## src/rtl/rcnh_pkg.sv

```systemverilog
// shared constants, widths and types for the ray against cylinder nearest hit block
// no dependencies
package rcnh_pkg;

    localparam int SLOTS_DEF = 32;
    localparam int DATA_W    = 32;
    localparam int INDEX_W   = 5;
    localparam int DIST_W    = 31;
    localparam int OPD_W     = 33;
    localparam int PROD_W    = 66;
    localparam int ACC_W     = 132;

    localparam int Q_W       = 128;
    localparam int ROOT_W    = 64;
    localparam int DEN_W     = 64;
    localparam int FRAC_W    = 16;
    localparam int QUO_W     = DEN_W + FRAC_W;

    // radius squared 1.5^2 at scale 2^-32
    localparam logic [64:0] RADIUS_SQ = 65'd9663676416;
    // cylinder spans 0.5 below to 1.5 above the slot height
    localparam logic signed [33:0] BELOW_Q = 34'sd32768;
    localparam logic signed [33:0] ABOVE_Q = 34'sd98304;

    // word operation codes
    typedef enum logic {
        OP_WRITE = 1'b0,
        OP_QUERY = 1'b1
    } t_op;

    // multiply-accumulate command: load restarts the sum, sh picks 0, 32 or 64 bit shift
    typedef struct packed {
        logic       load;
        logic       sub;
        logic [1:0] sh;
    } t_mac_op;

endpackage

```

## src/rtl/rcnh_mac.sv

```systemverilog
// shared signed multiply-accumulate unit, product registered before the wide add
// depends on rcnh_pkg
module rcnh_mac (
    input  logic                                 i_clk,
    input  logic                                 i_rst_n,
    input  logic                                 i_issue,
    input  rcnh_pkg::t_mac_op                    i_op,
    input  logic signed [rcnh_pkg::OPD_W-1:0]    i_a,
    input  logic signed [rcnh_pkg::OPD_W-1:0]    i_b,
    input  logic signed [rcnh_pkg::ACC_W-1:0]    i_init,
    output logic signed [rcnh_pkg::ACC_W-1:0]    o_acc
);
    import rcnh_pkg::*;

    logic                      r_vld;
    t_mac_op                   r_op;
    logic signed [PROD_W-1:0]  r_prod;
    logic signed [ACC_W-1:0]   r_init;
    logic signed [ACC_W-1:0]   r_acc;
    logic signed [ACC_W-1:0]   w_ext;
    logic signed [ACC_W-1:0]   w_base;

    always_ff @(posedge i_clk) begin
        if (!i_rst_n) begin
            r_vld <= 1'b0;
        end else begin
            r_vld <= i_issue;
        end
    end

    always_ff @(posedge i_clk) begin
        if (i_issue) begin
            r_op   <= i_op;
            r_prod <= i_a * i_b;
            r_init <= i_init;
        end
    end

    always_comb begin
        w_ext  = ACC_W'(r_prod) <<< (32 * r_op.sh);
        w_base = r_op.load ? r_init : r_acc;
    end

    always_ff @(posedge i_clk) begin
        if (r_vld) begin
            r_acc <= r_op.sub ? (w_base - w_ext) : (w_base + w_ext);
        end
    end

    assign o_acc = r_acc;

endmodule

```

## config.mk

```make
export PLATFORM = sky130hd
export DESIGN_NAME = rcnh_mac
export DESIGN_NICKNAME = d
export VERILOG_FILES = /design/src/rtl/rcnh_pkg.sv /design/src/rtl/rcnh_mac.sv
export SDC_FILE = /design/constraint.sdc
export NUM_CORES = 2
export LEC_CHECK = 0
export ABC_AREA = 1
export BUFFER_PORTS_ARGS = -buffer_cell sky130_fd_sc_hd__buf_2
export CAP_MARGIN = 20
export CORE_MARGIN = 2
export CORE_UTILIZATION = 54
export DETAILED_ROUTE_END_ITERATION = 7
export GPL_TIMING_DRIVEN = 0
export PLACE_DENSITY = 0.74
export SYNTH_ARGS = -nofsm -noshare
export SYNTH_HDL_FRONTEND = slang
export SYNTH_SLANG_ARGS = --single-unit
```

## constraint.sdc

```tcl
create_clock -name i_clk -period 9.4 [get_ports i_clk]
set_input_delay 1.88 -clock i_clk [delete_from_list [all_inputs] [get_ports i_clk]]
set_output_delay 1.88 -clock i_clk [all_outputs]
set_load 0.005 [all_outputs]
```

# Word level (Yosys, flattened, before mapping)
# Cells that the tools add are included.
[word_totals]
wordCells = 13
ff_bits = 335
inputBits = 205
output_inout_bits = 132
[classes]
n_addsub = 2
mux = 2
mul = 1
n_shift = 1
[ops]
columns = ["cell", "count"]
rows = [
  ["132-bit 2-to-1 mux", 2],
  ["132-bit adder", 1],
  ["66-bit by 7-bit <<< shifter with 132-bit output", 1],
  ["132-bit subtractor", 1],
  ["33-bit by 33-bit multiplier with 66-bit output", 1],
]

# Depth between registers and ports, before layout
[logic_depth]
word_depth = 3
depth_mapped = 33
depth_no_buf = 31

# Least setup slack after synthesis
# No wires, ideal clock.
[synth_timing]
path_type = "input to register"
start = "input i_a[32] in the netlist's numbering"
end = "register r_prod[65], data pin"
path_slack_ps = 109
t_required_ps = 9148
t_arrival_ps = 9038
n_path_buf = 2
path_stages = 29
setup_ps = 252
path_cell_list = "clkbuf_1 > clkbuf_1 > nand2_1 > inv_1 > fa_1 > fa_1 > fa_1 > inv_1 > fa_1 > inv_1 > fa_1 > fa_1 > fa_1 > inv_1 > fa_1 > inv_1 > ha_1 > nand2_1 > nor2_1 > inv_1 > nor2_1 > inv_1 > nor2_1 > inv_1 > or2_2 > nand3_1 > inv_1 > nand2_1 > nand2_1"
[synth_via]
elab_chain_len = 1
[synth_lines]
columns = ["element", "line", "source"]
rows = [
  ["start: declaration", "rcnh_mac.sv:8", "input logic signed [rcnh_pkg::OPD_W-1:0] i_a,"],
  ["33-bit by 33-bit multiplier with 66-bit output", "rcnh_mac.sv:34", "r_prod <= i_a * i_b;"],
  ["end signal: assignment", "rcnh_mac.sv:34", ""],
  ["end: declaration", "rcnh_mac.sv:17", "logic signed [PROD_W-1:0] r_prod;"],
]
# Every way passes these cells.
# A chain may end at the register's enable or synchronous reset.

# Final worst setup path
[layout_timing]
start = "input i_b[22] in the netlist's numbering"
end = "register r_prod[56], data pin"
[layout_via]
elab_chain_len = 1
[layout_lines]
columns = ["element", "line", "source"]
rows = [
  ["start: declaration", "rcnh_mac.sv:9", "input logic signed [rcnh_pkg::OPD_W-1:0] i_b,"],
  ["33-bit by 33-bit multiplier with 66-bit output", "rcnh_mac.sv:34", ""],
]
# Every way passes these cells.

==> reports/summary.md <==
Among the stages of the critical path, the cell type that occurs most often is sky130_fd_sc_hd__fa_1. The tools report the number of nets in the layout as 11500. The number of hold violations in the final report was 0. The worst setup path is captured at a register.

For the data arrival time at the worst-slack endpoint, the log shows 9810 ps. The die is 366 um wide. The tools report the capture point of the worst reg-to-reg path as o_acc[82]. The worst register-to-register path has a depth of 18.

The fill cell instance count of the final layout was 12300; the count of yosys warnings during synthesis was 0. The tools report the highest clock rate as 0.106 GHz. After detailed routing, the average wire length per cell comes to 29.4 um. The root buffer cell chosen for the clock tree is sky130_fd_sc_hd__clkbuf_16. For this run, asynchronously set or reset flops after synthesis account for 0%.

Using the TritonRoute via totals, the vias-per-cell ratio works out to 5.89. For the final routed database, the setup TNS stands at -58.8 ps. Along the worst path, the maximum fanout reaches 10.

The final clock period utilization by the worst path is 100%. Across all layers, the routed design uses 68500 vias. The run gives 69600 as the via count of the first global-routing pass. The fraction of final layout cells sized beyond drive strength 1 is 7.84%.

The total CTS buffers was 37; the cell area after technology mapping was 0.0708 mm2. The number of different library cells in the post-synthesis netlist was 53; the total nets after synthesis was 11200. For the number of instances in the synthesized netlist, the log shows 9498. For hold timing, the worst endpoint is o_acc[0].

The worst hold path stage count was 3. TritonCTS built the clock tree. For the overall routing resource usage, the log shows 50.9%. The run finished, with violations left.

The synthesized design devotes to its leading area cell type 32.4% of total area. The final layout contains routed wiring with a total length of 342000 um. At the pin with the least slew margin, the transition time is 1230 ps. The region available for standard cell placement spans 0.130 mm2. For the remaining global-route overflow, the log shows 0.

STA classifies the critical path startpoint as a primary input. The setup slack of the worst register-to-register path was 2380 ps. The commonest cells after synthesis are 2456 x sky130_fd_sc_hd__nand2_1, 2359 x sky130_fd_sc_hd__inv_1, 1146 x sky130_fd_sc_hd__fa_1. The leading area contributor after synthesis is sky130_fd_sc_hd__fa_1.

Register clock-pin slew on the reported worst setup and hold paths: 70 ps. For the area enclosed by the die boundary, the log shows 0.134 mm2. Once layout is complete, the cells apart from fillers number 11600. Final worst slack: -42.4 ps. The tools report the final count of pins violating max slew as 0. For the I/O pin count, the log shows 337.

The top flip-flop cell by instance count after synthesis was sky130_fd_sc_hd__edfxtp_1. Together, buffers and inverters on the worst path number 6. The final reports fail on DRC, setup timing.

The dominant cell by count in the synthesized netlist was sky130_fd_sc_hd__nand2_1. The floorplan step set the die height to 366 um. Once detailed placement completed, the half-perimeter wirelength came to 296000 um. The run gives 2 as the DRC violation count after routing.

By area the synthesized netlist is led by sky130_fd_sc_hd__fa_1 32%, sky130_fd_sc_hd__edfxtp_1 14%, sky130_fd_sc_hd__nand2_1 13%. In this run the tool buffered the top-level ports with 271 buffer cells. After synthesis, the mean cell area works out to 7.46 um2. The hold path startpoint is r_init[0]. The row count is 132, and the sequential fraction of the synthesis area is 14.2%.

Cells fill 59.0% of the core in the end. Entering global routing, the biggest net connects 115 pins. Minimum clock period after layout: 9440 ps. Setup violations remaining at the end of the flow were counted as 3. The worst setup path is of the primary input to register kind.

Among all stages on the critical path, the largest delay is contributed by sky130_fd_sc_hd__clkbuf_1. For the initial antenna violation count, the log shows 31. For the first-pass iteration count of the detailed router, the log shows 8. The tools report the DRC violation total after the first TritonRoute iteration as 8615. The H-tree was split into 2 levels. The number of max-cap violations came out at 0. The worst slew margin relative to its limit is 18.1%.

Kind of path behind the tightest hold check: register to register. Setup repair after global routing could not meet its margin everywhere. Synthesis inferred 335 register bits. The clock net in this run drives a total of 335 sinks. Start of the worst register-to-register path: r_prod[65]. The area growth from synthesis to layout is 8.09%. The run gives 11500 as the number of placed instances with taps included. Traced cell by cell, the critical path runs through clkbuf_1 > clkbuf_1 > nand2_1 > fa_1 > inv_1 > fa_1 > fa_1 > fa_1 > fa_1 > fa_1 > fa_1 > inv_1 > fa_1 > inv_1 > ha_1 > nand2_1 > nor2_1 > inv_1 > nor4_4 > nand4_1 > nand2_1 > nand2_1 > nand3_1 > nand2_1. The number of enable-type register cells in the synthesized netlist was 334. Clock skew on the completed layout was measured at 34.5 ps. On the worst path, the slowest cell contributes a delay of 960 ps.

The first global-routing pass estimated 483000 um of wire. For the global placer's final weighted congestion, the log shows 1.18. Grouping stages by cell kind, the critical path spends the most delay in adder cells.

In this run the remaining antenna-violating nets after routing total 0. Counting along the longest clock path gives a buffer depth of 3. For this configuration, the core starts out at a cell density of 54.6%.

For the worst setup path, the data required time is 9770 ps. The latest clock arrival within the worst-skew pair was 600 ps.
## worst max-delay path by stage
stage	cells past startpoint	from	slack, ps	to
6_report	24	i_b[22]	-40	r_prod[56]
5_1_grt	31	i_a[18]	-10	r_prod[40]
4_1_cts	25	i_b[10]	6	r_prod[51]
3_5_place_dp	25	i_b[5]	-2340	r_prod[58]
3_3_place_gp	25	i_b[5]	-2290	r_prod[58]
2_1_floorplan	29	i_a[32]	110	r_prod[65]
## stage by stage
stage | cell area, um2 | hold slack [ps] | worst slack, ps
floorplan | 70800 | 719 | 109
global placement | 74400 | 807 | -2290
detailed placement | 74700 | 805 | -2340
CTS | 76200 | 833 | 5.65
global route | 76500 | 856 | -10.8
finish | 76600 | 832 | -42.4
## registers in the layout (all words and copies together), names as in the netlist
signal  count
o_acc     132
r_init    132
r_op        4
r_prod     66
r_vld       1
## what timing repair did
action	CTS	global route
hold buffers	0	0
pin swaps	3	2
setup endpoints to repair	43	36
buffers inserted	8	5
resized for setup	145	224
## routing by layer
| metal | vias up | routed length (um) | global-route usage (%) |
|---|---|---|---|
| met2 | 4987 | 145000 | 77.1 |
| li1 | 28900 | - | - |
| met5 | - | 262 | 0 |
| met1 | 33000 | 111000 | 55.6 |
| met4 | 22 | 44700 | 51.2 |
| met3 | 1650 | 41300 | 16.1 |
## placed cells by master (no fill, tap or decap), types with 27 or more instances in the layout
master	netlist	layout
sky130_fd_sc_hd__a21o_1	29	29
sky130_fd_sc_hd__a21oi_1	333	327
sky130_fd_sc_hd__buf_2	11	298
sky130_fd_sc_hd__buf_4	10	30
sky130_fd_sc_hd__clkbuf_1	292	142
sky130_fd_sc_hd__clkbuf_16	0	38
sky130_fd_sc_hd__clkbuf_2	0	96
sky130_fd_sc_hd__clkbuf_4	0	27
sky130_fd_sc_hd__edfxtp_1	334	334
sky130_fd_sc_hd__fa_1	1146	1138
sky130_fd_sc_hd__ha_1	349	344
sky130_fd_sc_hd__inv_1	2359	2356
sky130_fd_sc_hd__mux2_2	131	131
sky130_fd_sc_hd__nand2_1	2456	2453
sky130_fd_sc_hd__nand3_1	311	309
sky130_fd_sc_hd__nand4_1	75	75
sky130_fd_sc_hd__nor2_1	846	844
sky130_fd_sc_hd__nor3_1	47	45
sky130_fd_sc_hd__o21ai_0	246	240
sky130_fd_sc_hd__o21bai_1	41	41
sky130_fd_sc_hd__xnor2_1	63	63
sky130_fd_sc_hd__xor2_1	194	194
## cell families after synthesis
| logic type | after synthesis | synth area share [%] |
|---|---|---|
| AND/OR/NAND/NOR | 3846 | 21.8 |
| multiplexers | 132 | 2.10 |
| XOR/XNOR | 257 | 3.18 |
| AO/OA/AOI/OAI | 733 | 5.67 |
| adder cells (fa/ha/maj) | 1495 | 38.6 |
| buffers and inverters | 2700 | 14.5 |
| flip-flops | 335 | 14.2 |
## final cells by class
class	count	area [um2]	area share, %
multi-input cells	6463	50700	66.2
inverters	2365	8890	11.6
clock inverters	22	223	0.291
diodes	22	55.1	0.0719
clock buffers	43	970	1.27
well taps	1742	2180	2.85
flip-flops and latches	335	10100	13.1
repair buffers	304	1810	2.37
plain buffers	335	1730	2.26
## worst min-delay path: cells and delay by family (launching register included)
family / cells / cell delay, ps
fa+ha+maj: 1 / 290
buf+inv: 1 / 40
flops: 1 / 330
mux: 1 / 70
Power is not shown: default switching activity piles up to over one toggle a cycle in this logic, so the estimate is an artifact.
