File: src/rtl/rcnh_pkg.sv
// shared constants, widths and types for the ray against cylinder nearest hit block
// no dependencies
package rcnh_pkg;

    localparam int SLOTS_DEF = 32;
    localparam int DATA_W    = 32;
    localparam int INDEX_W   = 5;
    localparam int DIST_W    = 31;
    localparam int OPD_W     = 33;
    localparam int PROD_W    = 66;
    localparam int ACC_W     = 132;

    localparam int Q_W       = 128;
    localparam int ROOT_W    = 64;
    localparam int DEN_W     = 64;
    localparam int FRAC_W    = 16;
    localparam int QUO_W     = DEN_W + FRAC_W;

    // radius squared 1.5^2 at scale 2^-32
    localparam logic [64:0] RADIUS_SQ = 65'd9663676416;
    // cylinder spans 0.5 below to 1.5 above the slot height
    localparam logic signed [33:0] BELOW_Q = 34'sd32768;
    localparam logic signed [33:0] ABOVE_Q = 34'sd98304;

    // word operation codes
    typedef enum logic {
        OP_WRITE = 1'b0,
        OP_QUERY = 1'b1
    } t_op;

    // multiply-accumulate command: load restarts the sum, sh picks 0, 32 or 64 bit shift
    typedef struct packed {
        logic       load;
        logic       sub;
        logic [1:0] sh;
    } t_mac_op;

endpackage

File: src/rtl/rcnh_div.sv
// restoring divider, one quotient bit per cycle, floor(num * 2^16 / den)
// depends on rcnh_pkg
module rcnh_div (
    input  logic                          i_clk,
    input  logic                          i_rst_n,
    input  logic                          i_start,
    input  logic [rcnh_pkg::ROOT_W-1:0]   i_num,
    input  logic [rcnh_pkg::DEN_W-1:0]    i_den,
    output logic                          o_done,
    output logic [rcnh_pkg::QUO_W-1:0]    o_quo
);
    import rcnh_pkg::*;

    localparam int CNT_W = $clog2(QUO_W);

    logic               r_busy;
    logic               r_done;
    logic [CNT_W-1:0]   r_cnt;
    logic [QUO_W-1:0]   r_num;
    logic [DEN_W-1:0]   r_den;
    logic [DEN_W:0]     r_rem;
    logic [QUO_W-1:0]   r_quo;
    logic [DEN_W:0]     w_rem2;
    logic               w_ge;
    logic               w_last;

    always_comb begin
        w_rem2 = {r_rem[DEN_W-1:0], r_num[QUO_W-1]};
        w_ge   = w_rem2 >= {1'b0, r_den};
        w_last = r_cnt == CNT_W'(QUO_W - 1);
    end

    always_ff @(posedge i_clk) begin
        if (!i_rst_n) begin
            r_busy <= 1'b0;
            r_done <= 1'b0;
            r_cnt  <= '0;
        end else begin
            r_done <= r_busy && w_last;
            if (i_start) begin
                r_busy <= 1'b1;
                r_cnt  <= '0;
            end else if (r_busy) begin
                r_cnt <= r_cnt + 1'b1;
                if (w_last) begin
                    r_busy <= 1'b0;
                end
            end
        end
    end

    always_ff @(posedge i_clk) begin
        if (i_start) begin
            r_num <= {i_num, {FRAC_W{1'b0}}};
            r_den <= i_den;
            r_rem <= '0;
            r_quo <= '0;
        end else if (r_busy) begin
            r_num <= r_num << 1;
            r_rem <= w_ge ? (w_rem2 - {1'b0, r_den}) : w_rem2;
            r_quo <= {r_quo[QUO_W-2:0], w_ge};
        end
    end

    assign o_done = r_done;
    assign o_quo  = r_quo;

endmodule

File: config.mk
export PLATFORM = sky130hd
export DESIGN_NAME = rcnh_div
export DESIGN_NICKNAME = d
export VERILOG_FILES = /design/src/rtl/rcnh_pkg.sv /design/src/rtl/rcnh_div.sv
export SDC_FILE = /design/constraint.sdc
export NUM_CORES = 1
export LEC_CHECK = 0
export BUFFER_PORTS_ARGS = -buffer_cell sky130_fd_sc_hd__buf_2
export CAP_MARGIN = 20
export CORE_ASPECT_RATIO = 1.5
export CORE_UTILIZATION = 45
export DETAILED_ROUTE_END_ITERATION = 8
export PLACE_DENSITY_LB_ADDON = 0.15
export SLEW_MARGIN = 15
export SYNTH_ARGS = -nofsm -noshare
export SYNTH_HDL_FRONTEND = slang
export SYNTH_SLANG_ARGS = --single-unit
File: constraint.sdc
create_clock -name i_clk -period 3.8 [get_ports i_clk]
set_clock_uncertainty 0.1 [all_clocks]
set_input_delay 0.19 -clock i_clk [delete_from_list [all_inputs] [get_ports i_clk]]
set_output_delay 0.19 -clock i_clk [all_outputs]
set_load 0.005 [all_outputs]
Word-level counts from Yosys, hierarchy flattened

Cells that the tools add are included.

Bits in read-only memories: 0
Bits of input ports: 131
Logic and storage cells: 21
Register bits after elaboration: 281
Bits in latches: 0
Memories kept: 0
RAM bits: 0
Output and inout bits: 81

Order comparisons: 1
Div/mod/pow operators: 0
Shifts and indexed selects: 0
Bitwise logic cells: 1
Muxes and demuxes: 6
Multipliers: 0
Equality and inequality tests: 1
$add $sub $neg: 2
Reductions and logical operators: 3

Operators with widths:

| kind                                                           | number |
|---|---|
| 80-bit two-way mux                                             | 2 |
| 65-bit by 64-bit greater-or-equal comparator with 1-bit output | 1 |
| 64-bit two-way mux                                             | 1 |
| 64-bit subtractor                                              | 1 |
| 7-bit by 1-bit adder with 7-bit output (second input constant) | 1 |
| 7-bit equality test (second input constant)                    | 1 |
| 1-bit two-way mux                                              | 3 |
| 2-bit nonzero test                                             | 1 |
| 2-bit OR reduction                                             | 1 |
| 1-bit logical AND                                              | 1 |
| 1-bit inverter                                                 | 1 |

Logic depth before layout (Yosys ltp)

Word-level depth: 4
Gate-level depth with buffers: 15
Depth with buffers taken out: 13

Worst setup path before layout

Ideal clock, no wire load.

Path kind: register to register
Start point: register r_num[79]
End point: register r_rem[58]
Clock period less this slack: 3.197 ns
Setup slack: 0.603 ns
Data required time: 3.614 ns
Data arrival time: 3.011 ns
Buffers on the path: 0
Stages on the path, launching flop included: 14
Setup time: 0.086 ns
Path through: edfxtp_1 inv_1 ha_1 fa_1 nor2b_1 o2111ai_1 a2111oi_0 o31ai_1 nor3_1 o211ai_1 a21oi_1 o21ai_0 mux2_2 a221oi_2

Word-level cells in the longest chain between the ends: 2
Elaborated cells between the ends (all ways): 3
Classes of those cells: add/sub: 1; order compare: 1; mux: 1

RTL lines:

| what                                                                                                | line                           | text |
|---|---|---|
| from (decl)                                                                                         | rcnh_div.sv:19                 | `logic [QUO_W-1:0] r_num;` |
| from (signal assigned)                                                                              | rcnh_div.sv:54                 | `r_num <= {i_num, {FRAC_W{1'b0}}};` |
| from (signal assigned)                                                                              | rcnh_div.sv:59                 | `r_num <= r_num << 1;` |
| 64-bit subtractor or 65-bit by 64-bit greater-or-equal comparator with 1-bit output (tied branches) | rcnh_div.sv:60, rcnh_div.sv:29 |  |
| 64-bit two-way mux (*)                                                                              | rcnh_div.sv:60                 | `r_rem <= w_ge ? (w_rem2 - {1'b0, r_den}) : w_rem2;` |
| to (signal assigned)                                                                                | rcnh_div.sv:60                 |  |
| to (decl)                                                                                           | rcnh_div.sv:21                 | `logic [DEN_W:0] r_rem;` |

Mark *: on every way between the ends. The rest lies on a longest branch, timed or not.
A chain may end at the register's enable or synchronous reset.

Worst setup path in the final report

Start point: register r_den[4]
End point: register r_rem[58]

Word-level cells in the longest chain between the ends: 2
Elaborated cells between the ends (all ways): 3
Classes of those cells: add/sub: 1; order compare: 1; mux: 1

RTL lines:

| what                                                                                                | line                           | text |
|---|---|---|
| from (decl)                                                                                         | rcnh_div.sv:20                 | `logic [DEN_W-1:0] r_den;` |
| from (signal assigned)                                                                              | rcnh_div.sv:55                 | `r_den <= i_den;` |
| 64-bit subtractor or 65-bit by 64-bit greater-or-equal comparator with 1-bit output (tied branches) | rcnh_div.sv:60, rcnh_div.sv:29 |  |
| 64-bit two-way mux (*)                                                                              | rcnh_div.sv:60                 |  |

Marked as above.

==> impl.org <==
** Synthesis
- After synthesis, the share of flip-flops with an asynchronous set or reset is 0%.
- Post-synth top flop :: sky130_fd_sc_hd__dfxtp_1
- The mapped netlist covers about 15000 sq um.
- The cell count after synthesis came out at between 1000 and 1500.
- Counting flops and latches in the post-synthesis netlist gives roughly 280.
- EDFF count, synth :: between 100 and 150
- Syn. warnings :: 0
- After synthesis, flip-flops and latches occupy 47.6% of the total area.
- Number of unique standard cell types used by synthesis :: a little under 70
- Number of nets produced by synthesis :: ~1700
- The average instance in the mapped netlist occupies between 9 and 10 sq um.

** Setup path
- The worst setup path is launched from a flop.
- Along the worst path, the maximum fanout reaches 30.
- For the worst setup path, the data arrival time is roughly 4.0 ns.
- The setup path with the least slack is of type reg2reg.
- For the worst flop-to-flop path, the logic depth is 13.
- In this run the worst setup path begins at r_den[4].
- STA classifies the critical path endpoint as a flop.
- STA puts the critical path data required time at about 4.2 ns.
- Crit Reg-Reg Startpoint :: r_den[4]

** STA
- At the pin with the least slew margin, the transition time is 0.763 ns.
- Adding up every negative setup slack in the final design gives 0 ns.
- The number of hold violations in the final report was 0.
- Setup repair after global routing left no endpoint under its margin.
- Final slew viol count :: 0
- Final Setup Violations :: 0
- The final critical path takes up 95.5% of the cycle.
- Relative slew margins :: between 40% and 50%
- Fmax achieved :: 276 MHz
- Time the final worst path needs with I/O delays and setup :: ~3.6 ns

** Clocking
- No sink is reached through more buffers than the 3 on the longest clock path.
- For the worst-skew pair, the clock arrives at the later sink with an insertion delay of between 0.5 and 0.6 ns.
- Buffers inserted during clock tree synthesis total 29.
- CTS saw between 200 and 300 sinks.
- Clock tree from TritonCTS :: done
- After clock tree synthesis, the clock-pin slew on the worst setup and hold paths is 0.07 ns.
- In this run the number of H-tree levels came out at 1.
- Root buffer cell :: sky130_fd_sc_hd__clkbuf_16

** Routing
- Summed over all layers, the routed wires come to around 38 mm.
- Wirelength per Cell :: between 15 and 20 um
- For this run, the detailed router's first-pass iteration total came to 7.
- Dividing the detail-routed via count by the number of cells gives roughly 5.4.
- Number of nets still failing antenna checks after routing :: 0
- After detailed routing, the number of remaining DRC violations is 0.
- The routed layout has approximately 12000 vias.
- For this block, the initial DRC count from the detailed router was 439.

** GRT
- Total congestion overflow after global routing :: 0
- Pin count of the biggest net entering global routing :: 125
- The number of global-route vias before repair is 12368.
- Global routing used between 40% and 50% of the available met2 tracks.
- Routing usage on met1 :: 26.1%
- The first global-routing pass estimated 61.4 mm of wire.
- Number of antenna violations at the first check in global routing :: 1
- Met3 global-route usage :: ~4.8%
- Global routing consumed, over all layers together, a little under a quarter of the routing resources.
- Layer with the highest usage after global routing :: met2

** Pwr
- For this design the static power due to leakage is between 7 and 8 nW.
- Cell area power density :: just over 400 nW/um^2
- IR analysis of the VDD net gives a maximum drop of around 430 uV.

** Placement
- Once detailed placement completed, the half-perimeter wirelength came to around 26 mm.
- Placer congestion estimate :: around 0.92
- Placed instance count :: about 2000
- During placement, the flow inserted port buffers numbering ~210.

** Worst hold path
- Number of cells traversed by the worst hold path :: 2
- In this run the worst hold path is classified as in2reg.
- The worst hold path begins at i_den[61].

** Finish
- Layout overhead on the synthesized area :: 25.8%
- Share of final-layout standard cells stronger than drive strength 1 :: between 10% and 20%
- Final non-filler cell total :: between 2000 and 2500
- The layout has around 2900 filler cells.
- At the end of the flow, the number of nets in the layout was 1991.

** Job
- Max-cap violations :: 0

** Floorplanning
- The floorplan has 80 rows.
- For this design the top-level I/O count stands at between 200 and 250.
- Starting density of the core :: a little under half
- Die area :: 33000 sq um
- Horizontal die dimension :: ~150 um
- The die is approximately 220 um tall.
- Core area :: between 30000 and 40000 sq um

** Outcome
- Run status :: finished, final reports clean
[layout make-up]
type / count / area (sq um) / share of cell area [%]
multi-input combinational: 1033 / 7020 / 38.4
sequential: 281 / 6910 / 37.8
timing repair buffer: 367 / 2600 / 14.2
clock buffer: 39 / 793 / 4.34
tap: 410 / 513 / 2.81
inverter: 82 / 308 / 1.68
clock inverter: 13 / 120 / 0.657
antenna: 1 / 2.50 / 0.0137
[worst paths after layout]
kind | endpoint | slack (ns)
max | r_rem[58] | 0.17
min | r_den[61] | 0.24
max reg2reg | r_rem[58] | 0.17
min reg2reg | r_rem[17] | 0.38
[where the power goes]
| part | total (W) | switching [W] | internal, W | leakage (nW) |
|---|---|---|---|---|
| logic | 0.00124 | 0.000683 | 0.000557 | 4.79 |
| clock network | 0.00279 | 0.00120 | 0.00160 | 0.451 |
| registers | 0.00343 | 0.0000804 | 0.00335 | 2.51 |
| total | 0.00747 | 0.00196 | 0.00551 | 7.75 |
[cell usage in the layout, fill, tap and decap left out, types with 4 or more instances in the layout]
cell type,n
sky130_fd_sc_hd__o221ai_1,5
sky130_fd_sc_hd__and3_1,9
sky130_fd_sc_hd__ha_1,65
sky130_fd_sc_hd__o21a_1,15
sky130_fd_sc_hd__o21bai_1,14
sky130_fd_sc_hd__a311oi_1,17
sky130_fd_sc_hd__and2_1,5
sky130_fd_sc_hd__mux2_2,66
sky130_fd_sc_hd__nor4_1,4
sky130_fd_sc_hd__buf_2,210
sky130_fd_sc_hd__nor2_1,188
sky130_fd_sc_hd__a21o_1,25
sky130_fd_sc_hd__a21oi_1,109
sky130_fd_sc_hd__inv_1,80
sky130_fd_sc_hd__nand4b_1,6
sky130_fd_sc_hd__nand2b_1,6
sky130_fd_sc_hd__buf_4,23
sky130_fd_sc_hd__dlygate4sd3_1,130
sky130_fd_sc_hd__o21ai_0,58
sky130_fd_sc_hd__edfxtp_1,128
sky130_fd_sc_hd__and4_1,4
sky130_fd_sc_hd__nor2b_1,8
sky130_fd_sc_hd__o211ai_1,9
sky130_fd_sc_hd__a21boi_0,5
sky130_fd_sc_hd__xnor2_1,31
sky130_fd_sc_hd__nand3_1,14
sky130_fd_sc_hd__clkinv_2,6
sky130_fd_sc_hd__nor3_1,20
sky130_fd_sc_hd__clkbuf_1,7
sky130_fd_sc_hd__nand4_1,22
sky130_fd_sc_hd__mux2i_1,84
sky130_fd_sc_hd__a31oi_1,10
sky130_fd_sc_hd__a211oi_1,27
sky130_fd_sc_hd__clkbuf_16,29
sky130_fd_sc_hd__dfxtp_1,152
sky130_fd_sc_hd__xor2_1,30
sky130_fd_sc_hd__nand2_1,118
sky130_fd_sc_hd__a22oi_1,7
sky130_fd_sc_hd__or3_1,4
[registers in the layout (all words and copies together), names as in the netlist]
name / count
r_cnt: 7
r_den: 64
o_done: 1
r_rem: 64
o_quo: 80
r_busy: 1
r_num: 64
[timing repair]
action / CTS / global route
hold endpoints to repair: 150 / 0
hold buffers: 130 / 0
endpoints found under the setup margin: 0 / 9
setup buffers: 0 / 0
resized for setup: 0 / 4
[per-stage QoR]
step                      power [W]  instance area (sq um)  setup slack [ns]  hold slack, ns  util [%]
after floorplan             0.00428                  14500             0.603           0.189         -
after global placement      0.00460                  16000             0.228           0.266      50.4
after detailed placement    0.00462                  16000             0.168           0.268      50.4
after CTS                   0.00754                  18300             0.133           0.211      57.3
after global routing        0.00780                  18300           0.00830           0.220      57.4
final                       0.00747                  18300             0.171           0.243      57.4
[routing by layer]
layer	vias to the layer above	wire length, um	part of all wire (%)
met4	0	1720	4.6
met5	-	0	0
li1	5944	-	-
met2	318	18800	50
met3	95	2020	5.4
met1	5586	15300	40
[cell usage after synthesis (all sizes together), types with 6 or more instances]
library cell | instances | area [sq um]
nor2b | 8 | 50.1
ha | 65 | 813
edfxtp | 128 | 3840
and2 | 6 | 37.5
and3 | 9 | 56.3
buf | 13 | 67.6
mux2 | 66 | 743
a31oi | 11 | 83.8
a21oi | 111 | 559
a311oi | 17 | 149
nand4b | 6 | 52.6
dfxtp | 153 | 3060
a22oi | 7 | 52.6
xor2 | 30 | 263
nand3 | 14 | 70.1
a211oi | 27 | 203
o21bai | 14 | 105
mux2i | 84 | 841
a21o | 25 | 188
o21ai | 59 | 295
o21a | 15 | 113
clkbuf | 66 | 248
nand4 | 22 | 138
xnor2 | 31 | 272
nor2 | 189 | 709
inv | 81 | 304
nor3 | 21 | 105
nand2 | 118 | 443
nand2b | 6 | 37.5
o211ai | 9 | 67.6
[worst max-delay path, cell delays in order (launching register included)]
cell	delay, ns
sky130_fd_sc_hd__edfxtp_1	0.32
sky130_fd_sc_hd__inv_1	0.04
sky130_fd_sc_hd__ha_1	0.37
sky130_fd_sc_hd__nand2_1	0.10
sky130_fd_sc_hd__a211o_1	0.28
sky130_fd_sc_hd__a2111o_1	0.50
sky130_fd_sc_hd__a31oi_4	0.24
sky130_fd_sc_hd__a21oi_2	0.16
sky130_fd_sc_hd__o31ai_4	0.36
sky130_fd_sc_hd__o21a_1	0.22
sky130_fd_sc_hd__buf_12	0.21
sky130_fd_sc_hd__nor2_1	0.06
sky130_fd_sc_hd__a311o_1	0.32
sky130_fd_sc_hd__a221oi_2	0.25
[cell families (layout without fill, tap and decap cells)]
kind of cell / after synthesis / after routing / share of synthesized area (%)
other cells: 0 / 1 / 0
flops: 281 / 281 / 47.6
compound gates: 337 / 337 / 15.2
xor+xnor: 61 / 61 / 3.68
fa+ha+maj: 66 / 66 / 5.74
mux: 150 / 150 / 10.9
simple gates: 419 / 419 / 12.7
buf+inv: 161 / 501 / 4.29
Power figures use the tool's default switching activity.
