## src/rtl/rcnh_pkg.sv

```systemverilog
// shared constants, widths and types for the ray against cylinder nearest hit block
// no dependencies
package rcnh_pkg;

    localparam int SLOTS_DEF = 32;
    localparam int DATA_W    = 32;
    localparam int INDEX_W   = 5;
    localparam int DIST_W    = 31;
    localparam int OPD_W     = 33;
    localparam int PROD_W    = 66;
    localparam int ACC_W     = 132;

    localparam int Q_W       = 128;
    localparam int ROOT_W    = 64;
    localparam int DEN_W     = 64;
    localparam int FRAC_W    = 16;
    localparam int QUO_W     = DEN_W + FRAC_W;

    // radius squared 1.5^2 at scale 2^-32
    localparam logic [64:0] RADIUS_SQ = 65'd9663676416;
    // cylinder spans 0.5 below to 1.5 above the slot height
    localparam logic signed [33:0] BELOW_Q = 34'sd32768;
    localparam logic signed [33:0] ABOVE_Q = 34'sd98304;

    // word operation codes
    typedef enum logic {
        OP_WRITE = 1'b0,
        OP_QUERY = 1'b1
    } t_op;

    // multiply-accumulate command: load restarts the sum, sh picks 0, 32 or 64 bit shift
    typedef struct packed {
        logic       load;
        logic       sub;
        logic [1:0] sh;
    } t_mac_op;

endpackage

```

## src/rtl/rcnh_sqrt.sv

```systemverilog
// iterative integer square root, two radicand bits per cycle
// depends on rcnh_pkg
module rcnh_sqrt (
    input  logic                          i_clk,
    input  logic                          i_rst_n,
    input  logic                          i_start,
    input  logic [rcnh_pkg::Q_W-1:0]      i_q,
    output logic                          o_done,
    output logic [rcnh_pkg::ROOT_W-1:0]   o_root
);
    import rcnh_pkg::*;

    localparam int CNT_W = $clog2(ROOT_W);

    logic                r_busy;
    logic                r_done;
    logic [CNT_W-1:0]    r_cnt;
    logic [Q_W-1:0]      r_q;
    logic [ROOT_W+1:0]   r_rem;
    logic [ROOT_W-1:0]   r_root;
    logic [ROOT_W+1:0]   w_rem2;
    logic [ROOT_W+1:0]   w_trial;
    logic                w_ge;
    logic                w_last;

    always_comb begin
        w_rem2  = {r_rem[ROOT_W-1:0], r_q[Q_W-1 -: 2]};
        w_trial = {r_root, 2'b01};
        w_ge    = w_rem2 >= w_trial;
        w_last  = r_cnt == CNT_W'(ROOT_W - 1);
    end

    always_ff @(posedge i_clk) begin
        if (!i_rst_n) begin
            r_busy <= 1'b0;
            r_done <= 1'b0;
            r_cnt  <= '0;
        end else begin
            r_done <= r_busy && w_last;
            if (i_start) begin
                r_busy <= 1'b1;
                r_cnt  <= '0;
            end else if (r_busy) begin
                r_cnt <= r_cnt + 1'b1;
                if (w_last) begin
                    r_busy <= 1'b0;
                end
            end
        end
    end

    always_ff @(posedge i_clk) begin
        if (i_start) begin
            r_q    <= i_q;
            r_rem  <= '0;
            r_root <= '0;
        end else if (r_busy) begin
            r_q    <= r_q << 2;
            r_rem  <= w_ge ? (w_rem2 - w_trial) : w_rem2;
            r_root <= {r_root[ROOT_W-2:0], w_ge};
        end
    end

    assign o_done = r_done;
    assign o_root = r_root;

endmodule

```

## config.mk

```make
export PLATFORM = sky130hd
export DESIGN_NAME = rcnh_sqrt
export DESIGN_NICKNAME = d
export VERILOG_FILES = /design/src/rtl/rcnh_pkg.sv /design/src/rtl/rcnh_sqrt.sv
export SDC_FILE = /design/constraint.sdc
export NUM_CORES = 1
export LEC_CHECK = 0
export ABC_AREA = 0
export BUFFER_PORTS_ARGS = -buffer_cell sky130_fd_sc_hd__buf_2
export CAP_MARGIN = 0
export CORE_MARGIN = 2
export CORE_UTILIZATION = 50
export DETAILED_ROUTE_END_ITERATION = 6
export HOLD_SLACK_MARGIN = 0.06
export PLACE_DENSITY = 0.69
export SYNTH_ARGS = -nofsm -noshare
export SYNTH_HDL_FRONTEND = slang
export SYNTH_SLANG_ARGS = --single-unit
```

## constraint.sdc

```tcl
create_clock -name i_clk -period 4.2 [get_ports i_clk]
set_input_delay 0.42 -clock i_clk [delete_from_list [all_inputs] [get_ports i_clk]]
set_output_delay 0.42 -clock i_clk [all_outputs]
set_load 0.02 [all_outputs]
```

## Word-level counts from Yosys, hierarchy flattened

Index checks and enable logic that the tools add are counted.
Widths: inputs -> output; s select.

- Register bits: 264
- Bits in latches: 0
- Bits in writable memories: 0
- Bits in read-only memories: 0
- Output and inout port bits: 65
- Memories kept: 0

- $add $sub $neg: 2
- Multipliers: 0
- Div/mod/pow operators: 0
- Magnitude comparators: 1
- Eq/ne operators: 1
- Shifts and indexed selects: 0
- Mux-type cells: 6
- Bitwise logic cells: 1
- Reduce and logical (&&, ||, !) cells: 3

Operators with widths:

| operator | number |
|---|---|
| $mux 128 | 2 |
| $ge 66x66->1 | 1 |
| $mux 64 | 1 |
| $sub 64x64->64 | 1 |
| $add 6x1->6 const B | 1 |
| $eq 6x6->1 const B | 1 |
| $mux 1 | 3 |
| $reduce_bool 2->1 | 1 |
| $reduce_or 2->1 | 1 |
| $logic_and 1x1->1 | 1 |
| $not 1->1 | 1 |

## Logic depth before layout (Yosys ltp)

Gate-level depths: netlist (run 1).

- Depth after elaboration: 4
- Gate-level depth with buffers: 15
- Mapped depth without buffers: 12

## Least setup slack after synthesis (run 1)

OpenSTA, ideal clock, no wires.

- Path type: in2reg
- Start: input port i_start
- End: register r_q[0] (enable)
- Library setup time: 0.480 ns
- Arrival: 3.506 ns
- Required time: 3.720 ns
- Slack: 0.213 ns
- Cell stages on the path: 4
- Buffers on the path: 2
- Path through: clkbuf_1 > nor2_1 > clkbuf_1 > inv_1

- Word-level cells in the longest chain between the ends: 1

RTL lines:

| item | RTL line | source |
|---|---|---|
| from (decl) | rcnh_sqrt.sv:6 | `input logic i_start,` |
| $reduce_bool 2->1 (no source line) | n/a |  |
| to (signal assigned) | rcnh_sqrt.sv:54 | `r_q <= i_q;` |
| to (signal assigned) | rcnh_sqrt.sv:58 | `r_q <= r_q << 2;` |
| to (decl) | rcnh_sqrt.sv:18 | `logic [Q_W-1:0] r_q;` |

Every way passes these cells.
A chain may end at the register's enable or synchronous reset.

## Worst setup path after layout (run 1)

- Start: register r_root[44], in the netlist o_root[44]
- End: register r_rem[60]

- Word-level cells in the longest chain between the ends: 2

RTL lines:

| item | RTL line | source |
|---|---|---|
| from (decl) | rcnh_sqrt.sv:20 | `logic [ROOT_W-1:0] r_root;` |
| from (signal assigned) | rcnh_sqrt.sv:60 | `r_root <= {r_root[ROOT_W-2:0], w_ge};` |
| $sub 64x64->64 or $ge 66x66->1 (tied branches) | rcnh_sqrt.sv:59, rcnh_sqrt.sv:29 |  |
| $mux 64 * | rcnh_sqrt.sv:59 | `r_rem <= w_ge ? (w_rem2 - w_trial) : w_rem2;` |
| to (signal assigned) | rcnh_sqrt.sv:59 |  |
| to (decl) | rcnh_sqrt.sv:19 | `logic [ROOT_W+1:0] r_rem;` |

Every way passes the cells marked *; elsewhere a longest branch is shown, timed or not.

==> out/results.ini, run 1 <==
[status]
outcome=finished clean

[clocking]
cts_root_buffer=clkbuf_16
worst_skew_pair.late_latency_ns=0.56
clock_tree_from_tritoncts=built
cts_buffer_depth=3
clk_pin_slew_ns=0.06
cts_htree_levels=1
tritoncts_num_sinks=264
ctsHoldBuffers=0
cts_repair_resize_count=0
cts_made_buffers=29
cts_setup_buffers=0

[timing]
grt_setup_unrepaired=false
min_period_ns=3.80
worst_clock_skew_ns=0.0147
drv_slew=0
worst_slew_pin_slew_ns=1.03
finalSetupViolations=0
timing.final.hold_violations=0
slew_headroom=0.312
summed_negative_setup_slack_over_all_endpoints_ns=0
timing.final.ws_setup_ns=0.401
timing.final.crit_share=0.905
max_freq_mhz=263

[grt]
grt_antenna_before_repair=1
global_route_wire_length_before_repair_mm=56.2
globalRouteOverflowTotal=0
grt_start_max_net_pins=180
first_global_vias=11168
gr-usage-all-layers=0.218

[finish]
multi_input_area_um2=7660
num_antenna_cells=0
layout_common_cells=buf_2, nor2_1, dfxtp_1
fillCellCount=2624
layout_commonest_cell=buf_2
flow.area_growth_from_synthesis_pct=14.7
nets=1855
drive_gt1_frac=0.238
layout.area.seq_um2=6570
finalCoreUtilization=0.580

[route]
drc=0
postRouteAntennaNets=0
detailedRoute.firstIterationViolations=630
post_drt_via_cell_ratio=5.61
via_count=11611
drt-wirelength-per-cell_um=16.8
wl_mm=34.9
detail_route.first_pass.iterations=5

[synthesis]
netlist.area_leader.share=0.258
async_flop_share=0
total_of_flip_flops_plus_latches_after_synthesis=264
syn-num-nets=1711
cells_after_synthesis=1513
synth_ff_type=dfxtp_1
yosys.cell_types.count=68
synth_top_area_cell=edfxtp_1
netlist_top_cells_area=edfxtp_1, dfxtp_1, mux2_2
syn-cell-area_um2=14900
synth_area_per_cell_um2=9.86
synth_enable_flop_cells=128
yosys_warnings=0
yosysSeqAreaShare=0.440

[power_and_ir_drop]
share_seq_of_total_power=0.249
vdd_drop_max_mv=0.618
totalPowerFinal_mw=13.3
clkPwrFrac=0.191
static_leakage_nw=7.13
switching_power_mw=5.80
pwr-share-comb=0.561
power-per-cell-area_nw_per_um2=778
power_switching_share=0.435
cell_internal_pwr_mw=7.52

[place]
detailed_place_hpwl_mm=24.2
place_congestion=0.895
buffer_ports.inserted=195
placement.setup.worst_slack_ns=0.466

[floorplan]
die-height_um=177
ioPinCount=196
floorplan.die_area_um2=31200
dieWidth_um=177
floorplan.initialDensity=0.506
coreArea_um2=29500
number_of_standard_cell_rows_in_the_floorplan=63

[worst_setup_path]
cp.arrival_ns=4.30
end_kind=flop
required_time_at_the_endpoint_of_the_critical_path_ns=4.70
setup.worst_path.start_class=flop
timing.setup.critical_path_class=flop to flop
worstPathMaxFanout=15

[worst_hold_path]
min_path_type=input port to flop

[job]
maxCapViolations=0

## final cells by class
type	count	share of cell area
clock buffer	33	0.0439
clock inverter	21	0.0113
inverter	84	0.0186
multi-input combinational	1070	0.448
sequential	264	0.384
tap	390	0.0285
timing repair buffer	208	0.0662
## routing by layer
| layer | vias to the layer above | share of wire | wire length [µm] | GRT usage |
|---|---|---|---|---|
| met1 | 5406 | 0.44 | 15400 | 0.286 |
| met4 | 0 | 0.019 | 680 | 0.0568 |
| met2 | 355 | 0.45 | 15800 | 0.353 |
| li1 | 5796 | - | - | - |
| met5 | - | 0 | 0 | 0 |
| met3 | 54 | 0.085 | 2960 | 0.0638 |
## state kept, by name (all words and copies together) (netlist names)
signal,count
r_rem,64
r_cnt,6
o_done,1
r_q,128
o_root,64
r_busy,1
## metrics by stage
| step | cells | hold slack, ns | instance area (µm²) |
|---|---|---|---|
| 2_1_floorplan | 1513 | 0.451 | 14900 |
| 3_3_place_gp | 2016 | 0.466 | 16200 |
| 3_5_place_dp | 2016 | 0.476 | 16200 |
| 4_1_cts | 2070 | 0.0971 | 17100 |
| 5_1_grt | 2070 | 0.115 | 17100 |
| 6_report | 2070 | 0.117 | 17100 |
## power by group through the flow
stage / combinational (mW) / clock, mW / sequential (mW)
detailed placement: 7.35 / 0 / 3.36
global placement: 7.30 / 0 / 3.35
CTS: 7.41 / 2.60 / 3.31
global route: 8.25 / 2.69 / 3.35
floorplan: 5.71 / 0 / 3.28
finish: 7.47 / 2.54 / 3.31
## final timing paths
check | start | to | slack (ns) | cells past startpoint
setup / recovery | o_root[44]$_SDFFE_PP0P_ | r_rem[60]$_SDFFE_PP0P_ | 0.40 | 9
setup reg to reg | o_root[44]$_SDFFE_PP0P_ | r_rem[60]$_SDFFE_PP0P_ | 0.40 | 9
hold / removal | i_rst_n | r_busy$_SDFF_PN0_ | 0.12 | 2
hold reg to reg | r_rem[63]$_SDFFE_PP0P_ | r_rem[63]$_SDFFE_PP0P_ | 0.50 | 1
## logic make-up after synthesis
family	Yosys count	share of synthesized area
buffers and inverters	179	0.0471
DFF	264	0.440
AOI/OAI and AO/OA	356	0.159
adders and majority gates	67	0.0562
xor gates and xnor gates	53	0.0311
and+or+nand+nor	387	0.117
muxes	207	0.150
## worst max-delay path: stages (launching register included)
cell,delay [ns]
dfxtp_1,0.37
inv_1,0.06
ha_1,0.46
nand4_1,0.32
or3_1,0.49
nor4_1,0.61
a31o_2,0.51
nand2_1,0.37
or3_1,0.47
nand3_1,0.08
## cells in the mapped netlist (7+ instances only)
cell,number
a21o_1,35
xnor2_1,31
nand3_1,20
clkbuf_1,65
buf_1,7
edfxtp_1,128
buf_2,22
mux2_2,129
mux2i_1,78
a21oi_1,109
nand2_1,82
o21bai_1,24
nand2b_1,7
inv_1,84
nor3_1,15
nor2_1,187
a211oi_1,38
a31oi_1,8
xor2_1,22
ha_1,67
a311oi_1,10
dfxtp_1,136
and3_1,10
nor2b_1,9
o21ai_0,51
or3_1,7
o211ai_1,12
nor4_1,8
nand4_1,22
and2_1,7
Power figures use the tool's default switching activity.
==> run 2, diff against run 1 <==
Settings changed: BUFFER_PORTS_ARGS -buffer_cell sky130_fd_sc_hd__buf_2 to -buffer_cell sky130_fd_sc_hd__clkbuf_2.
==> run 2 against run 1 <==
Net effect: design area grew 0.40%; largest cell class unchanged; global-route usage grew 0.39 points; sequential power is essentially flat; routed wire length down 0.13%; hold slack better by 0.0031 ns.
==> out/results.ini, run 2 (synthesis results as in run 1) <==
[status]
outcome=finished clean

[timing]
finalSetupViolations=0
worst_slew_pin_slew_ns=0.988
slew_headroom=0.342
max_freq_mhz=261
timing.final.crit_share=0.912
timing.final.ws_setup_ns=0.371
worst_clock_skew_ns=0.0312
drv_slew=0
min_period_ns=3.83
timing.final.hold_violations=0
summed_negative_setup_slack_over_all_endpoints_ns=0
grt_setup_unrepaired=false

[route]
drt-wirelength-per-cell_um=16.8
detailedRoute.firstIterationViolations=686
wl_mm=34.8
detail_route.first_pass.iterations=5
post_drt_via_cell_ratio=5.64
drc=0
via_count=11701
postRouteAntennaNets=0

[place]
detailed_place_hpwl_mm=24.6
placement.setup.worst_slack_ns=0.494
buffer_ports.inserted=195
place_congestion=0.922

[floorplan]
floorplan.initialDensity=0.506
number_of_standard_cell_rows_in_the_floorplan=63
ioPinCount=196
dieWidth_um=177
floorplan.die_area_um2=31200
die-height_um=177
coreArea_um2=29500

[grt]
first_global_vias=11429
grt_antenna_before_repair=0
globalRouteOverflowTotal=0
global_route_wire_length_before_repair_mm=57.3
grt_start_max_net_pins=182
gr-usage-all-layers=0.222

[clocking]
ctsHoldBuffers=1
cts_made_buffers=30
tritoncts_num_sinks=264
cts_setup_buffers=0
cts_repair_resize_count=0
cts_buffer_depth=3
worst_skew_pair.late_latency_ns=0.58
cts_htree_levels=1
cts_root_buffer=clkbuf_16
clk_pin_slew_ns=0.06
clock_tree_from_tritoncts=built

[power_and_ir_drop]
vdd_drop_max_mv=0.764
power_switching_share=0.433
clkPwrFrac=0.197
switching_power_mw=5.82
share_seq_of_total_power=0.247
static_leakage_nw=7.13
pwr-share-comb=0.556
power-per-cell-area_nw_per_um2=782
cell_internal_pwr_mw=7.61

[worst_setup_path]
required_time_at_the_endpoint_of_the_critical_path_ns=4.71
timing.critical_path.mode_cell=or3_1
crit_slowest_cell=nor4_1
gate_family_responsible_for_the_most_delay_along_the_worst_path=simple AND/OR/NAND/NOR gates
timing.setup.critical_path_class=flop to flop
cp_slowest_stage_delay_ns=0.59
setup.worst_path.start_class=flop
r2r.worst_path.cells=9
critical_path_depth=9
end_kind=flop
worstPathMaxFanout=15
worstPathBufferInverterCount=1
crit_path_cell_trace=inv_1 > ha_1 > nand4_1 > or3_1 > nor4_1 > a31o_2 > nand2_1 > or3_1 > nand3_1
cp.arrival_ns=4.33

[finish]
num_antenna_cells=0
nets=1858
drive_gt1_frac=0.238
largest_register_ff_count=128
register_ranked_first_by_flip_flop_count=r_q
flow.area_growth_from_synthesis_pct=15.1
layout_commonest_cell=clkbuf_2
layout_common_cells=clkbuf_2, nor2_1, dfxtp_1

[job]
maxCapViolations=0

[worst_hold_path]
worst_hold_path.num_cells=2
min_path_type=input port to flop

-- run 2: worst register-to-register path, cell delays in order (launching register included) --
cell     delay [ns]
dfxtp_1        0.39
inv_1          0.06
ha_1           0.45
nand4_1        0.32
or3_1          0.49
nor4_1         0.59
a31o_2         0.52
nand2_1        0.38
or3_1          0.47
nand3_1        0.08
-- run 2: through the flow --
stage                     hold WS (ns)   util  cell area, µm²  total power, mW  instances
final                            0.120  0.583           17200             13.4       2074
after global routing             0.105  0.583           17200             14.5       2074
after CTS                       0.0920  0.583           17200             13.4       2074
after detailed placement         0.476  0.548           16200             10.7       2017
after global placement           0.469  0.548           16200             10.6       2017
after floorplan                  0.451      -           14900             8.99       1513
-- run 2: final cells by class --
cell class	count	area, µm²
clock buffer	41	822
clock inverter	15	184
fill	2617	12300
inverter	84	318
multi-input combinational	1070	7660
sequential	264	6570
tap	390	488
timing repair buffer	210	1140
-- run 2: path summary, 6_finish.rpt --
path,from,to,slack [ns]
worst min-delay path,i_q[1],r_q[1]$_SDFFCE_PN0P_,0.12
worst max register to register,o_root[44]$_SDFFE_PP0P_,r_rem[60]$_SDFFE_PP0P_,0.37
worst max-delay path,o_root[44]$_SDFFE_PP0P_,r_rem[60]$_SDFFE_PP0P_,0.37
worst min register to register,r_cnt[5]$_SDFFE_PP0P_,r_cnt[5]$_SDFFE_PP0P_,0.48
-- run 2: layer usage --
metal | global-route usage | share of wire | up-vias
li1 | - | - | 5790
met1 | 0.295 | 0.44 | 5484
met2 | 0.353 | 0.45 | 365
met3 | 0.0606 | 0.081 | 62
met4 | 0.0651 | 0.026 | 0
met5 | 0 | 0 | -
-- run 2: power groups by stage --
| stage | Combinational (mW) | Clock, mW | Sequential (mW) |
|---|---|---|---|
| 5_1_grt | 8.29 | 2.81 | 3.36 |
| 6_report | 7.47 | 2.65 | 3.32 |
| 3_5_place_dp | 7.35 | 0 | 3.37 |
| 4_1_cts | 7.40 | 2.72 | 3.32 |
| 2_1_floorplan | 5.71 | 0 | 3.28 |
| 3_3_place_gp | 7.28 | 0 | 3.36 |
